<file path="src/hdl/measure_grid_line_generator_macros.svh">
// Assertion macros for the measure grid line generator.
// Expects clk and rst_n in scope where used.
`ifndef MEASURE_GRID_LINE_GENERATOR_MACROS_SVH
`define MEASURE_GRID_LINE_GENERATOR_MACROS_SVH

// same-cycle implication
`define MGLG_ASSERT_IMPL(lbl, ante, cons, msg) \
    lbl: assert property (@(posedge clk) disable iff (!rst_n) (ante) |-> (cons)) \
        else $error(msg);

// next-cycle implication
`define MGLG_ASSERT_NEXT(lbl, ante, cons, msg) \
    lbl: assert property (@(posedge clk) disable iff (!rst_n) (ante) |=> (cons)) \
        else $error(msg);

`endif

</file>
<file path="src/hdl/mglg_seg_mem.sv">
// Segment table memory: one write port, one registered read port.
// Depends on nothing outside this file.
module mglg_seg_mem #(
    parameter int DEPTH  = 64,
    parameter int ADDR_W = 6,
    parameter int WORD_W = 67
) (
    input  logic              clk,
    input  logic              wr_en,
    input  logic [ADDR_W-1:0] wr_addr,
    input  logic [WORD_W-1:0] wr_data,
    input  logic [ADDR_W-1:0] rd_addr,
    output logic [WORD_W-1:0] rd_data
);

    logic [WORD_W-1:0] mem [DEPTH];
    logic [WORD_W-1:0] rd_data_reg;

    always_ff @(posedge clk)
    begin
        if (wr_en)
        begin
            mem[wr_addr] <= wr_data;
        end
    end

    always_ff @(posedge clk)
    begin
        rd_data_reg <= mem[rd_addr];
    end

    assign rd_data = rd_data_reg;

endmodule

</file>
<file path="config.mk">
export PLATFORM = sky130hd
export DESIGN_NAME = mglg_seg_mem
export DESIGN_NICKNAME = d
export VERILOG_FILES = /design/src/hdl/measure_grid_line_generator_macros.svh /design/src/hdl/mglg_seg_mem.sv
export SDC_FILE = /design/constraint.sdc
export NUM_CORES = 2
export LEC_CHECK = 0
export BUFFER_PORTS_ARGS = -buffer_cell sky130_fd_sc_hd__buf_2
export CORE_MARGIN = 2
export CORE_UTILIZATION = 30
export DETAILED_ROUTE_END_ITERATION = 8
export GPL_ROUTABILITY_DRIVEN = 0
export PLACE_DENSITY = 0.48
export REMOVE_ABC_BUFFERS = 1
export SETUP_SLACK_MARGIN = 0.3
export SLEW_MARGIN = 5
export SYNTH_ARGS = -nofsm -noshare
export SYNTH_HDL_FRONTEND = slang
export SYNTH_MEMORY_MAX_BITS = 65536
export SYNTH_SLANG_ARGS = --single-unit
</file>
<file path="constraint.sdc">
create_clock -name clk -period 8.95 [get_ports clk]
set_input_delay 1.3425 -clock clk [delete_from_list [all_inputs] [get_ports clk]]
set_output_delay 1.3425 -clock clk [all_outputs]
set_load 0.05 [all_outputs]
</file>
Yosys cells after proc, flatten, opt, wreduce, memory -nomap -nowiden
Memories as Yosys holds them, arrays and structs flattened. A register that Yosys moved wholly into a read port is not among the register bits.
Cells that the tools add are included.

word-level totals
  flip-flop bits (word level) = 0
  bits in latches = 0
  bits in writable memories = 4288
  ROM bits = 0
  input bits = 81
  output and inout port bits = 67
  word-level logic and storage cells = 3
  memories kept = 1

memories
  name  words  bits a word  read ports  clocked after Yosys merged registers in  write ports  line                text
  mem   64     67           1           1                                        1            mglg_seg_mem.sv:16  logic [WORD_W-1:0] mem [DEPTH];

cells by class
  add/subtract/negate cells = 0
  multiply operators = 0
  div/mod/pow operators = 0
  order comparisons = 0
  eq/ne operators = 0
  shifts and indexed selects = 0
  muxes and demuxes = 2
  bitwise logic cells = 0
  reductions and logical operators = 0

operators with widths
  cell               count
  1-bit two-way mux  2

Logic depth before layout (Yosys ltp)
  depth in word-level cells = 2
  mapped depth = 9
  gate-level depth less buffers = 5

Least setup slack after synthesis
No wires, ideal clock.

  path kind = in2reg
  start point = in wr_addr[3]
  end point = mem mem[48][0], enable pin
  library setup time = 0.574 ns
  arrival = 6.415 ns
  required time = 8.376 ns
  path slack = 1.961 ns
  stages on the path = 4
  path buffers = 1
  path through = clkbuf_1 nor2b_1 nand4b_1 nor3_1

RTL lines
  element             line                text
  start: declaration  mglg_seg_mem.sv:10  input logic [ADDR_W-1:0] wr_addr,
  end: declaration    mglg_seg_mem.sv:16

No word-level cell before the write port.

==> flow_metrics.py <==
metrics = {
    "outcome": {
        "status": "completed",
    },
    "logic_synthesis": {
        "synthAdderAreaFrac_pct": 0,
        "syn_avg_cell_area_um2": 23.08,
        "async_flop_share_pct": 0,
        "synth_top_area_share_pct": 78.54,
        "synth_area_leaders": "edfxtp_1 79%, mux4_2 15%, mux2i_1 0.88%",
        "ys_warn_count": 0,
        "synth-simple-area-share_pct": 2.103,
        "synth_flop_cell": "edfxtp_1",
        "synth.most_common_cell": "edfxtp_1",
        "ys_seq_area_share_pct": 79.36,
        "ys_top_cells_by_count": "4288 x edfxtp_1, 1072 x mux4_2, 195 x nand2_1, 187 x nand3_1, 173 x buf_2",
        "synth.cell_area_um2": 163900,
        "synth-compound-area-share_pct": 1.715,
        "synth-xor-area-share_pct": 0,
        "netlist_instances": 7102,
        "muxShareOfSynthArea_pct": 15.61,
        "ys_types": 34,
        "synth_edf_count": 4288,
        "synth_top_family_by_area": "multiplexers",
        "yosysTopAreaCell": "edfxtp_1",
        "ys_ff_latch": 4355,
    },
    "critical_path": {
        "cp.required_ns": 9.80,
        "critPathCaptureType": "flip-flop",
        "critPathMaxFanout": 77,
        "cp-start-kind": "primary input",
        "worstPathArrival_ns": 5.03,
        "path_class": "in2reg",
    },
    "clocking": {
        "clk_pin_slew_ns": 0.06,
        "clockBufferDepth": 4,
        "cts_hold_buf": 0,
        "cts-buffers-inserted": 443,
        "cts_tree": "done",
        "clkLatencyLatePin_ns": 1.02,
        "root_buffer": "clkbuf_16",
        "cts_setup_buffers": 0,
        "cts_resized": 0,
        "clkSinkCount": 4355,
        "cts_max_level": 5,
    },
    "global_routing": {
        "gr-total-overflow": 0,
        "grt_max_degree": 106,
        "grt_pass1_wl_um": 701000,
        "grt_usage_pct": 18.23,
        "grt_pass1_vias": 81452,
        "antenna_found_initial": 60,
    },
    "sta": {
        "fin_skew_ns": 0.05699,
        "grt_setup_unrepaired": "no",
        "hold_viol": 0,
        "period_share_pct": 46.74,
        "period_needed_ns": 4.183,
        "fmax_mhz": 239.1,
        "worst_pin_slew_ns": 1.277,
        "drv_slew": 0,
        "tns_ns": 0,
        "maxSlewHeadroom_pct": 14.89,
        "setup_viol": 0,
    },
    "drt": {
        "first_pass_iters": 6,
        "drcViolationCount": 0,
        "drt-initial-drc-count": 9329,
        "wirelength_um": 513900,
        "wl_per_cell_um": 33.98,
        "vias": 80085,
        "ant_nets": 0,
        "viasPerCell": 5.295,
    },
    "power_and_ir_drop": {
        "p_seq_share_pct": 52.4,
        "power_density_nw_per_um2": 229.2,
        "irDropWorstVdd_v": 0.0001621,
        "p_int_w": 0.03388,
        "combPwrFrac_pct": 4.9,
        "swShare_pct": 21.75,
        "p_sw_w": 0.009417,
        "p_leak_nw": 57.59,
        "power_frac_clock_pct": 42.7,
        "power_w": 0.04330,
    },
    "layout": {
        "area_growth_pct": 15.24,
        "fin_nets": 7589,
        "drive_gt1_share_pct": 27.71,
        "stdcell_count": 15125,
        "largest_reg_flops": 4288,
    },
    "floorplanning": {
        "rows": 271,
        "core_um2": 544600,
        "die_w_um": 743.3,
        "io_pins": 148,
        "dieArea_um2": 552400,
        "dieHeight_um": 743.3,
        "start_util_pct": 30.11,
    },
    "worst_hold_path": {
        "hold_path_class": "in2reg",
    },
    "placement": {
        "hpwlAfterDp_um": 266000,
        "io_buffer_count": 147,
        "placed_cells": 14296,
    },
    "job": {
        "maxCapViolations": 0,
    },
}
[worst max-delay path: stages]
cell and delay (ns):
buf_12 0.26, buf_12 0.56, buf_4 0.63, mux4_2 0.58
a22oi_1 0.18, nand3_1 0.16, o21ai_0 0.76, nor2_1 0.09
[power by group through the flow]
| stage | logic, W | registers, W | clock network (W) |
|---|---|---|---|
| 2_1_floorplan | 0.000807 | 0.0232 | 0 |
| 3_3_place_gp | 0.00212 | 0.0231 | 0 |
| 3_5_place_dp | 0.00214 | 0.0232 | 0 |
| 4_1_cts | 0.00214 | 0.0227 | 0.0188 |
| 5_1_grt | 0.00224 | 0.0227 | 0.0196 |
| 6_report | 0.00210 | 0.0227 | 0.0185 |
[per-stage QoR]
step | setup WS, ns | util, % | hold slack [ns] | instance area, um2
2_1_floorplan | 2.097 | - | 0.7593 | 162000
3_3_place_gp | 3.828 | 32.04 | 0.8155 | 174500
3_5_place_dp | 3.838 | 32.04 | 0.8161 | 174500
4_1_cts | 4.948 | 34.68 | 0.8146 | 188900
5_1_grt | 4.705 | 34.69 | 0.7618 | 188900
6_report | 4.767 | 34.69 | 0.7979 | 188900
[cells by family after synthesis]
kind of cell,Yosys count
DFF,4355
muxes,1217
and+or+nand+nor,712
buffers and inverters,425
AOI/OAI and AO/OA,393
[layout by cell type, fill, tap and decap left out, types with 36 or more instances in the layout]
cell type and instances:
clkbuf_16 450, o22ai_1 86, buf_2 143, clkinv_1 65, edfxtp_1 4288, clkbuf_8 39, nand4_1 87, mux2i_1 144
o21ai_0 48, clkinv_2 74, dfxtp_1 67, nand2_1 191, bufinv_16 37, buf_12 36, a22oi_1 134, buf_4 184
nand3_1 187, nor2_4 65, o221ai_1 37, mux4_2 1072, nor2_1 51, clkbuf_1 116
[per-layer routing]
| metal | wire (um) | track usage, % |
|---|---|---|
| met5 | 71 | 0 |
| met2 | 255300 | 30.96 |
| met1 | 217400 | 24.96 |
| met3 | 28960 | 2.369 |
| met4 | 12240 | 4.220 |
[final timing paths]
kind,slack [ns],cells after the start,startpoint,endpoint
min reg2reg,0.81,5,mem[25][24],rd_data[24]
max,4.77,8,rd_addr[0],rd_data[9]
max reg2reg,6.69,5,mem[19][20],rd_data[20]
min,0.80,1,wr_data[19],mem[44][19]
[area by class of cell]
type	instances	area, um2
Antenna cell	14	35.03
Sequential cell	4355	130100
Inverter	20	75.07
Tap cell	7234	9051
Clock inverter	209	2148
Clock buffer	605	12230
Fill cell	50539	355600
Multi-Input combinational cell	2322	32420
Timing Repair Buffer	366	2863
No activity file was read; power rests on OpenSTA's default activity.
