**config.mk**
```make
export PLATFORM = sky130hd
export DESIGN_NAME = mglg_divider
export DESIGN_NICKNAME = d
export VERILOG_FILES = /design/src/hdl/mglg_pkg.sv /design/src/hdl/mglg_divider.sv
export VERILOG_INCLUDE_DIRS = /design/src /design/src/hdl
export SDC_FILE = /design/constraint.sdc
export NUM_CORES = 1
export LEC_CHECK = 0
export BUFFER_PORTS_ARGS = -buffer_cell sky130_fd_sc_hd__buf_2
export CORE_ASPECT_RATIO = 0.7
export CORE_MARGIN = 2
export CORE_UTILIZATION = 59
export CTS_BUF_LIST = sky130_fd_sc_hd__clkbuf_8
export DETAILED_ROUTE_END_ITERATION = 8
export GPL_ROUTABILITY_DRIVEN = 0
export PLACE_DENSITY = 0.88
export SLEW_MARGIN = 0
export SYNTH_ARGS = -nofsm -noshare
export SYNTH_HDL_FRONTEND = slang
export SYNTH_SLANG_ARGS = --single-unit
```
**constraint.sdc**
```tcl
create_clock -name clk -period 3.6 [get_ports clk]
set_input_delay 0.72 -clock clk [delete_from_list [all_inputs] [get_ports clk]]
set_output_delay 0.72 -clock clk [all_outputs]
set_load 0.01 [all_outputs]
```
**src/hdl/measure_grid_line_generator_macros.svh**
```systemverilog
// Assertion macros for the measure grid line generator.
// Expects clk and rst_n in scope where used.
`ifndef MEASURE_GRID_LINE_GENERATOR_MACROS_SVH
`define MEASURE_GRID_LINE_GENERATOR_MACROS_SVH

// same-cycle implication
`define MGLG_ASSERT_IMPL(lbl, ante, cons, msg) \
    lbl: assert property (@(posedge clk) disable iff (!rst_n) (ante) |-> (cons)) \
        else $error(msg);

// next-cycle implication
`define MGLG_ASSERT_NEXT(lbl, ante, cons, msg) \
    lbl: assert property (@(posedge clk) disable iff (!rst_n) (ante) |=> (cons)) \
        else $error(msg);

`endif

```
**src/hdl/mglg_pkg.sv**
```systemverilog
// Shared types and constants for the measure grid line generator.
// No dependencies.
package mglg_pkg;

    localparam int TICKS_PER_QUARTER  = 480;
    localparam int QUARTERS_PER_WHOLE = 4;
    localparam int TICKS_PER_WHOLE    = TICKS_PER_QUARTER * QUARTERS_PER_WHOLE;

    localparam int MAX_ENTRIES_DEF = 64;
    localparam int TICK_BITS_DEF   = 31;

    localparam int OP_W       = 2;
    localparam int INDEX_W    = 6;
    localparam int SIG_W      = 8;
    localparam int BAR_W      = 20;
    localparam int LINE_BAR_W = 21;
    localparam int BEAT_W     = 11;
    localparam int STEP_W     = 11;
    localparam int END_W      = 31;
    localparam int COUNT_W    = 7;
    localparam int BAR_LEN_W  = BEAT_W + SIG_W;
    localparam int CFG_IDX_W  = 2;
    localparam int CFG_DATA_W = 31;

    localparam logic [SIG_W-1:0] DEFAULT_NUM = SIG_W'(4);
    localparam logic [SIG_W-1:0] DEFAULT_DEN = SIG_W'(4);

    typedef enum logic [OP_W-1:0] {
        OP_WRITE   = 2'd0,
        OP_RESTART = 2'd1,
        OP_NEXT    = 2'd2
    } op_t;

    typedef enum logic [CFG_IDX_W-1:0] {
        CFG_ASSIST_STEP = 2'd0,
        CFG_END_TICK    = 2'd1,
        CFG_ENTRY_COUNT = 2'd2
    } cfg_index_t;

    typedef enum logic [3:0] {
        ST_IDLE,
        ST_DECIDE,
        ST_LOAD_A,
        ST_LOAD_B,
        ST_LOAD_DIV,
        ST_CHECK,
        ST_WALK,
        ST_MOD_BAR,
        ST_MOD_BEAT,
        ST_ADVANCE,
        ST_PUT
    } seq_state_t;

    typedef struct packed {
        logic busy;
        logic done;
    } div_stat_t;

    typedef struct packed {
        logic has_more;
        logic is_assist;
        logic is_bar;
    } line_flags_t;

endpackage

```
**src/hdl/mglg_divider.sv**
```systemverilog
// Shared restoring divider: one quotient bit per cycle.
// Depends on mglg_pkg and the assertion macro header.
`include "measure_grid_line_generator_macros.svh"

module mglg_divider #(
    parameter int DVD_W = mglg_pkg::TICK_BITS_DEF + 1
) (
    input  logic                           clk,
    input  logic                           rst_n,
    input  logic                           start,
    input  logic [DVD_W-1:0]               dividend,
    input  logic [mglg_pkg::BAR_LEN_W-1:0] divisor,
    output logic [DVD_W-1:0]               quotient,
    output logic [mglg_pkg::BAR_LEN_W-1:0] remainder,
    output mglg_pkg::div_stat_t            stat
);

    localparam int DSR_W = mglg_pkg::BAR_LEN_W;
    localparam int CNT_W = $clog2(DVD_W + 1);

    logic [DSR_W-1:0] rem_reg;
    logic [DVD_W-1:0] quo_reg;
    logic [DSR_W-1:0] dsr_reg;
    logic [CNT_W-1:0] cnt_reg;
    logic             busy_reg;
    logic             done_reg;
    logic [DSR_W:0]   trial;
    logic [DSR_W:0]   trial_sub;
    logic             fits;

    assign trial     = {rem_reg, quo_reg[DVD_W-1]};
    assign fits      = trial >= {1'b0, dsr_reg};
    assign trial_sub = trial - {1'b0, dsr_reg};

    always_ff @(posedge clk or negedge rst_n)
    begin
        if (!rst_n)
        begin
            cnt_reg  <= '0;
            busy_reg <= 1'b0;
            done_reg <= 1'b0;
        end
        else
        begin
            done_reg <= 1'b0;
            if (start)
            begin
                cnt_reg  <= CNT_W'(DVD_W);
                busy_reg <= 1'b1;
            end
            else if (busy_reg)
            begin
                cnt_reg <= cnt_reg - CNT_W'(1);
                if (cnt_reg == CNT_W'(1))
                begin
                    busy_reg <= 1'b0;
                    done_reg <= 1'b1;
                end
            end
        end
    end

    always_ff @(posedge clk)
    begin
        if (start)
        begin
            rem_reg <= '0;
            quo_reg <= dividend;
            dsr_reg <= divisor;
        end
        else if (busy_reg)
        begin
            rem_reg <= fits ? trial_sub[DSR_W-1:0] : trial[DSR_W-1:0];
            quo_reg <= {quo_reg[DVD_W-2:0], fits};
        end
    end

    assign quotient   = quo_reg;
    assign remainder  = rem_reg;
    assign stat.busy  = busy_reg;
    assign stat.done  = done_reg;

    `MGLG_ASSERT_IMPL(a_div_no_restart, start, !busy_reg, "divider started while busy")
    `MGLG_ASSERT_NEXT(a_div_done, busy_reg && cnt_reg == CNT_W'(1), done_reg && !busy_reg,
                      "divider missed its done pulse")
    `MGLG_ASSERT_IMPL(a_div_rem, busy_reg, rem_reg < dsr_reg, "partial remainder not reduced")

endmodule

```
# Word level (Yosys, flattened, before mapping)
# Index checks and enable logic that the tools add are counted.
[totals]
word_cells = 22
ff_bits = 78
out_inout_bits = 53
[classes]
n_eq_ne = 1
n_addsub = 2
mux = 11
n_lt_le_gt_ge = 1
n_reduce_logical = 1
[ops]
columns = ["cell", "n"]
rows = [
  ["2-to-1 mux 32 bit", 2],
  [">= comparator 20 x 19 -> 1 bit", 1],
  ["2-to-1 mux 19 bit", 1],
  ["subtractor 19 bit", 1],
  ["2-to-1 mux 6 bit", 2],
  ["== test 6 x 1 -> 1 bit (second input constant)", 1],
  ["2-to-1 mux 1 bit", 6],
  ["subtractor 6 x 1 -> 6 bit (second input constant)", 1],
  ["nonzero test 2 bit", 1],
]

# Logic depth before layout (Yosys ltp)
# Gate-level depths: netlist of run 1.
[logic_depth]
ltp_word = 4
mapped_depth = 12
ltp_nobuf = 10

# Worst setup path after synthesis of run 1
# OpenSTA, ideal clock, no wires.
[synth_timing]
kind = "reg2reg"
startpoint = "reg quo_reg[31] (netlist: quotient[31])"
endpoint = "reg rem_reg[14] (netlist: remainder[14])"
arrival_ns = 2.392
synth_period_minus_slack_ns = 2.452
stages_incl_launch_ff = 12
setup_slack_ns = 1.148
t_required_ns = 3.540
setup_time_ns = 0.060
cell_sequence = "edfxtp_1 > inv_1 > ha_1 > fa_1 > nand2b_1 > a21oi_1 > o21ai_1 > nand4b_1 > o21ai_2 > buf_6 > or4b_1 > nand2_1"
[synth_via]
elab_chain_cells = 2
[synth_lines]
columns = ["item", "line", "text"]
rows = [
  ["from (decl)", "mglg_divider.sv:22", "logic [DVD_W-1:0] quo_reg;"],
  ["from (signal assigned)", "mglg_divider.sv:68", "quo_reg <= dividend;"],
  ["from (signal assigned)", "mglg_divider.sv:74", "quo_reg <= {quo_reg[DVD_W-2:0], fits};"],
  ["subtractor 19 bit / >= comparator 20 x 19 -> 1 bit (equally long branches)", "mglg_divider.sv:33, mglg_divider.sv:32", ""],
  ["2-to-1 mux 19 bit *", "mglg_divider.sv:73", "rem_reg <= fits ? trial_sub[DSR_W-1:0] : trial[DSR_W-1:0];"],
  ["to (signal assigned)", "mglg_divider.sv:73", ""],
  ["to (decl)", "mglg_divider.sv:21", "logic [DSR_W-1:0] rem_reg;"],
]
# Every way passes the cells marked *; elsewhere a longest branch is shown, timed or not.
# A chain may end at the register's enable or synchronous reset.

# Worst setup path in the final report of run 1
[layout_timing]
startpoint = "reg quo_reg[31] (netlist: quotient[31])"
endpoint = "reg rem_reg[9] (netlist: remainder[9])"
# Same word-level chain as after synthesis.

==> results of run 1 <==
-- logic make-up (layout without fill, tap and decap cells) --
group / after synthesis / in the layout / synth area share
xor+xnor: 17 / 17 / 0.0357
flops: 78 / 78 / 0.506
mux: 39 / 39 / 0.103
buf+inv: 45 / 154 / 0.0485
simple gates: 87 / 87 / 0.0992
compound gates: 82 / 82 / 0.140
fa+ha+maj: 22 / 22 / 0.0677
-- final cells by class --
cell class              count  area (sq um)
repair buffers            113           583
inverters                  25          93.8
fillers                   502          1830
clock buffers               9           124
multi-input cells         247          1860
clock inverters             7          65.1
well taps                  94           118
flip-flops and latches     78          2110
-- stage by stage --
step           worst slack, ns  cell area (sq um)
6_report                 0.708               4960
5_1_grt                  0.595               4960
4_1_cts                  0.735               4960
3_5_place_dp             0.760               4770
3_3_place_gp             0.941               4770
2_1_floorplan             1.15               4180
-- worst paths after layout --
check                                 to  depth (start not counted)  slack, ns
min reg2reg                remainder[13]                          2       0.49
max                         remainder[9]                         11       0.71
max in group asynchronous     cnt_reg[5]                          1       3.24
min in group clk           remainder[13]                          2       0.49
min                           cnt_reg[1]                          1       0.19
max reg2reg                 remainder[9]                         11       0.71
-- power by group --
group	switching [uW]	leakage, uW	internal, uW
registers	64.2	0.000777	1070
clock network	322	0.0000880	314
logic	265	0.00146	220
-- Yosys cell counts, types with 3 or more instances --
cell type and number:
mux2_2 31, o311ai_0 5, o21ai_0 13, clkbuf_1 8
a21oi_1 12, a32oi_1 7, o21a_1 3, buf_1 3
inv_1 25, nor2_1 22, o21ai_1 5, buf_4 4
nand2_1 33, a21o_1 10, nand3_1 6, ha_1 21
edfxtp_1 51, buf_2 3, a211oi_1 5, xor2_1 7
nor3_1 5, and3_1 3, mux2i_1 8, nand2b_1 5
dfrtp_1 8, dfxtp_1 19, a21oi_2 3, xnor2_1 10
o211ai_1 3
-- metal layers --
layer	wire length (um)	share of wire	vias up
met2	4290	0.45	133
met3	745	0.078	14
met1	4310	0.45	1586
li1	-	-	1565
met4	158	0.017	0
met5	0	0	-
-- worst register-to-register path, cell delays in order, from the launching register on --
cell and delay, ns:
edfxtp_1 0.39, inv_1 0.06, ha_1 0.22, fa_1 0.42, nand2b_1 0.19, a21oi_1 0.25, o21ai_1 0.19, nand4b_1 0.15
o21ai_2 0.12, buf_4 0.25, or4b_1 0.56, nand2_1 0.07
==> summary.md, run 1 <==
| Metric | Value |
|---|---|
| Run status | finished, final reports clean |
| Number of global-route vias before repair | approximately 3100 |
| Final Util | 0.730 |
| Category of the worst setup path capture point | register |
| Number of synthesized flops with an enable pin | slightly above 50 |
| Global-route wire length before repair | between 15 and 20 mm |
| Period Utilization, post-route | 0.803 |
| Critical Path Source | quotient[31] |
| Net count reported at finish | 550 |
| Clock tree root buffer cell | clkbuf_8 |
| Worst clock skew | 0.0103 ns |
| Arrival time at the worst endpoint | about 3.2 ns |
| Total GRT Usage | 0.261 |
| Chip Height | 74.4 um |
| Number of max-cap violations | 0 |
| Area share of the leading cell type in the synthesized netlist | 0.367 |
| Total routed wirelength | approximately 9.5 mm |
| Critical Path Source Type | register |
| GR Util met3 | 0.0780 |
| Final number of setup-violating endpoints | 0 |
| Total clock buffers created by CTS | 9 |
| Most frequent cells in the layout | buf_2, edfxtp_1, nand2_1 |
| Max reg flops | 32 |
| Prevailing post-synth register cell | edfxtp_1 |
| DPL Wire Length | approximately 6.9 mm |
| Min Hold Slack | around 0.19 ns |
| Maximum vdd ir drop | around 0.35 mV |
| Placed Instances | ~560 |
| Top-level port count | ~110 |
| Distinct cell type count after synthesis | roughly 50 |
| Number of antenna violations at the first check in global routing | 0 |
| CTS tree | yes |
| TritonCTS sink count | between 70 and 80 |
| Top cells by area in the synthesized netlist | edfxtp_1, dfxtp_1, mux2_2, ha_1, dfrtp_1 |
| Worst path cell trace | inv_1 > ha_1 > fa_1 > nand2b_1 > a21oi_1 > o21ai_1 > nand4b_1 > o21ai_2 > buf_4 > or4b_1 > nand2_1 |
| Setup TNS | 0 ns |
| Share of async-settable or async-resettable flops after synthesis | 0.103 |
| Proportion of layout cells with a drive suffix above 1 | 0.344 |
| DRC viols | 0 |
| Cell with the biggest individual delay on the critical path | or4b_1 |
| Post-cts repair resize count | 0 |
| Largest driver fanout on the critical path | 24 |
| Initial DRC Count | 244 |
| Post-layout total power | ~2300 uW |
| Most heavily used metal layer in global routing | met2 |
| Grt met1 use | 0.351 |
| Synth area leader | edfxtp_1 |
| Total number of vias | approximately 3300 |
| Yosys warnings | 0 |
| Count of mapped cells out of synthesis | 370 |
| Max-slew headroom at the worst pin | 0.376 |
| First-pass iteration count of the detailed router | 5 |
| Met2 capacity usage during global routing | 0.409 |
| Power per Cell Area | about 460 nW/um^2 |
| Via density | roughly 5.8 |
| RSZ-0062 raised after global routing | false |
| Static leakage | around 0.0023 uW |
| Startpoint-to-endpoint class of the critical path | register to register |
| Hold_buf cts | 0 |
| Count of buffers added by post-CTS timing repair for setup | 0 |
| Horizontal die dimension | between 100 and 150 um |
| Shortest period the worst path allows | about 2.9 ns |
| Maximum single-stage delay on the critical path | 0.55 ns |
| Pin count of the biggest net entering global routing | 47 |
| PortBufs | around 110 |
| Peak Freq | 0.346 GHz |
| Flop and latch count out of synthesis | roughly 80 |
| Reg2reg start | quotient[31] |
| Count of nets left with antenna violations after detail routing | 0 |
| Worst path top cell family by delay | simple AND/OR/NAND/NOR gates |
| Placeable core region | just under 7000 sq um |
| Required time reported for the critical path endpoint | 3.91 ns |
| Post-synthesis cell area | 4180 sq um |
| Site Rows | 25 |
| Antenna Cells | 0 |
| Buffer and inverter count on the worst path | 2 |
| Leading cell type in the layout, fill and taps excluded | buf_2 |
| Synth-to-Final Area Change | 18.7% |
| Post-synthesis area per instance | approximately 11 sq um |
| Least-Margin Pin Slew | between 0.9 and 1 ns |
| Fraction of the yosys area taken by sequential cells | 0.506 |
| Total congestion overflow after global routing | 0 |
| Final routed wire length divided by cell count | about 17 um |
| Count of placed standard cells in the final layout, fillers left out | 573 |
| Clock-pin slew of the registers on the worst-case setup and hold paths | about 0.080 ns |
| Number of pins exceeding their max-slew limit in the final report | 0 |
| Starting density of the core | 0.615 |
| Buffer levels on the longest clock path | 2 |
| Die area | around 7800 sq um |
| Worst min path class | primary input to async pin |
| Insertion delay of the later-clocked pin in the worst-skew pair | 0.36 ns |
| Number of levels in the clock H-tree | 3 |
| Endpoints failing hold | 0 |
| Nets in the synthesized netlist | 446 |
(Power assumes the default switching activity.)
==> run 2, diff against run 1 <==
--- a/config.mk
+++ b/config.mk
@@ -9,11 +9,11 @@
 export BUFFER_PORTS_ARGS = -buffer_cell sky130_fd_sc_hd__buf_2
 export CORE_ASPECT_RATIO = 0.7
 export CORE_MARGIN = 2
-export CORE_UTILIZATION = 59
+export CORE_UTILIZATION = 50
 export CTS_BUF_LIST = sky130_fd_sc_hd__clkbuf_8
 export DETAILED_ROUTE_END_ITERATION = 8
 export GPL_ROUTABILITY_DRIVEN = 0
-export PLACE_DENSITY = 0.88
+export PLACE_DENSITY = 0.79
 export SLEW_MARGIN = 0
 export SYNTH_ARGS = -nofsm -noshare
 export SYNTH_HDL_FRONTEND = slang
==> constraint.sdc (replaced) <==
create_clock -name clk -period 2.6 [get_ports clk]
set_input_delay 0.52 -clock clk [delete_from_list [all_inputs] [get_ports clk]]
set_output_delay 0.52 -clock clk [all_outputs]
set_load 0.01 [all_outputs]
==> run 2 against run 1 <==
Compared with the run above: the run now ends with DRC left; final area rose by 2.7%; routed wire length fell by 0.13%; setup slack got worse by 0.59 ns; register-to-register slack got worse by 0.59 ns; critical endpoint unchanged; clock power rose by 40%; critical path depth fell by 1; first-iteration DRC count rose by 7.0%; flip-flop and latch count did not move.
==> summary.md, run 2 (synthesized netlist as in run 1, its figures left out) <==
| Metric | Value |
|---|---|
| Antenna Cells | 0 |
| Top-level port count | between 100 and 150 |
| Maximum vdd ir drop | 0.417 mV |
| Number of instances on the worst hold path | 1 |
| Largest driver fanout on the critical path | 9 |
| Number of max-cap violations | 0 |
| Starting density of the core | 0.524 |
| Final number of setup-violating endpoints | 0 |
| Clock-pin slew of the registers on the worst-case setup and hold paths | roughly 0.07 ns |
| Shortest period the worst path allows | 2.48 ns |
| Arrival time at the worst endpoint | around 2.8 ns |
| Period Utilization, post-route | 0.954 |
| Least-Margin Pin Slew | between 0.5 and 0.6 ns |
| Power per Cell Area | 620 nW/um^2 |
| Startpoint-to-endpoint class of the critical path | register to register |
| First-pass iteration count of the detailed router | 6 |
| Proportion of layout cells with a drive suffix above 1 | 0.365 |
| Initial DRC Count | about 260 |
| Critical Path Source Type | register |
| Final routed wire length divided by cell count | around 16 um |
| Fill cells | between 600 and 700 |
| Chip Height | roughly 80 um |
| Endpoints failing hold | 0 |
| Number of levels in the clock H-tree | 3 |
| Critical Path Source | quotient[31] |
| Highest routed layer | met4 |
| Horizontal die dimension | about 110 um |
| CTS tree | yes |
| DPL Wire Length | ~7.1 mm |
| Met1 wire length | 4.51 mm |
| TritonCTS sink count | 78 |
| Run status | complete, but fails checks |
| Count of placed standard cells in the final layout, fillers left out | approximately 590 |
| Die area | between 9000 and 10000 sq um |
| Cell with the biggest individual delay on the critical path | or4b_1 |
| Peak Freq | a little over 0.4 GHz |
| Total number of vias | ~3300 |
| Total routed wirelength | 9.49 mm |
| Maximum single-stage delay on the critical path | approximately 0.55 ns |
| Max-slew headroom at the worst pin | 0.629 |
| Met2 wire length | roughly 4.2 mm |
| Worst clock skew | ~0.0048 ns |
| Category of the worst setup path capture point | register |
| Worst path cell trace | inv_1 > ha_1 > fa_1 > nand2b_1 > a21oi_2 > o21ai_1 > nand4b_1 > o21ai_4 > or4b_1 > nand2_1 |
| Max reg flops | 32 |
| Critical R2R Capture | remainder[9] |
| Length in cells of the worst reg-to-reg path | 10 |
| Static leakage | about 0.0024 uW |
| Total length of routed met3 wires | roughly 630 um |
| Site Rows | 27 |
| Capture point of the critical path | remainder[9] |
| PortBufs | between 100 and 150 |
| Total GRT Usage | 0.220 |
| Violated checks | DRC |
| Placeable core region | 7970 sq um |
| Most frequent cells in the layout | buf_2, edfxtp_1, nand2_1 |
| Worst min path class | primary input to register |
| Number of pins exceeding their max-slew limit in the final report | 0 |
| Startpoint of the worst hold path | divisor[14] |
| Finished Cell Area | 5090 sq um |
| Number of antenna violations at the first check in global routing | 0 |
| Cell area after placement | 4860 sq um |
| Buffer levels on the longest clock path | 2 |
| Via density | approximately 5.6 |
| Pin count of the biggest net entering global routing | 32 |
| RSZ-0062 raised after global routing | true |
| Net count reported at finish | ~560 |
| Insertion delay of the later-clocked pin in the worst-skew pair | between 0.3 and 0.4 ns |
| Leading cell type in the layout, fill and taps excluded | buf_2 |
| Count of nets left with antenna violations after detail routing | 0 |
| Clock tree root buffer cell | clkbuf_8 |
| Total congestion overflow after global routing | 0 |
| Required time reported for the critical path endpoint | 2.90 ns |
| DRC viols | 4 |
| Total clock buffers created by CTS | 9 |
| Synth-to-Final Area Change | 21.9% |
| Post-layout total power | between 3000 and 4000 uW |
| Setup slack of the worst register-to-register path | 0.12 ns |
| Placed Instances | between 500 and 600 |
| Final Util | 0.639 |
| Global-route wire length before repair | roughly 15 mm |
| Reg2reg start | quotient[31] |
| Number of global-route vias before repair | 3050 |
run 2: cell count changes in the layout (fill, tap and decap cells not counted), sizes merged:
| cell | before | now |
|---|---|---|
| clkinv | 4 | 2 |
| buf | 113 | 126 |
| dlygate4sd3 | 0 | 1 |
| clkbuf | 9 | 10 |
| clkinvlp | 2 | 1 |
| inv | 25 | 27 |
run 2: how the worst min path moves through the flow:
stage                        to  slack, ns
global route        dsr_reg[12]       0.30
finish              dsr_reg[14]       0.33
floorplan              busy_reg       0.22
detailed placement   cnt_reg[5]       0.37
CTS                 dsr_reg[14]       0.31
global placement     cnt_reg[5]       0.37
run 2: power by group:
part	switching [uW]	internal (uW)
sequential	92.6	1490
clock	433	459
combinational	369	318
run 2: layer usage:
layer | vias up | global-route usage
met3 | 15 | 0.0732
li1 | 1593 | -
met4 | 0 | 0.0732
met2 | 103 | 0.313
met5 | - | 0
met1 | 1587 | 0.315
run 2: timing repair:
item | 4_1_cts | 5_1_grt
resized for setup | 0 | 4
hold buffers | 1 | 0
endpoints found under the hold margin | 8 | 0
endpoints found under the setup margin | 0 | 16
setup buffers | 0 | 2
run 2: stage by stage:
stage / setup WS [ns] / hold WS (ns) / setup TNS, ns
4_1_cts: 0.0561 / 0.311 / 0
2_1_floorplan: 0.148 / 0.224 / 0
3_3_place_gp: 0.157 / 0.369 / 0
5_1_grt: -0.00891 / 0.302 / -0.0149
6_report: 0.120 / 0.332 / 0
3_5_place_dp: 0.0763 / 0.372 / 0
run 2: critical path, delay by kind of cell, from the launching register on:
| kind | cells | cell delay, ns |
|---|---|---|
| DFF | 1 | 0.35 |
| adders and majority gates | 2 | 0.62 |
| AOI/OAI and AO/OA | 3 | 0.43 |
| buffers and inverters | 1 | 0.05 |
| and+or+nand+nor | 4 | 0.98 |
run 2: final cells by class:
| type | count | area, sq um | share of cell area |
|---|---|---|---|
| clock buffers | 10 | 138 | 0.0270 |
| clock inverters | 6 | 55.1 | 0.0108 |
| inverters | 25 | 93.8 | 0.0184 |
| multi-input cells | 247 | 1870 | 0.368 |
| flip-flops and latches | 78 | 2110 | 0.415 |
| well taps | 101 | 126 | 0.0248 |
| repair buffers | 127 | 694 | 0.136 |
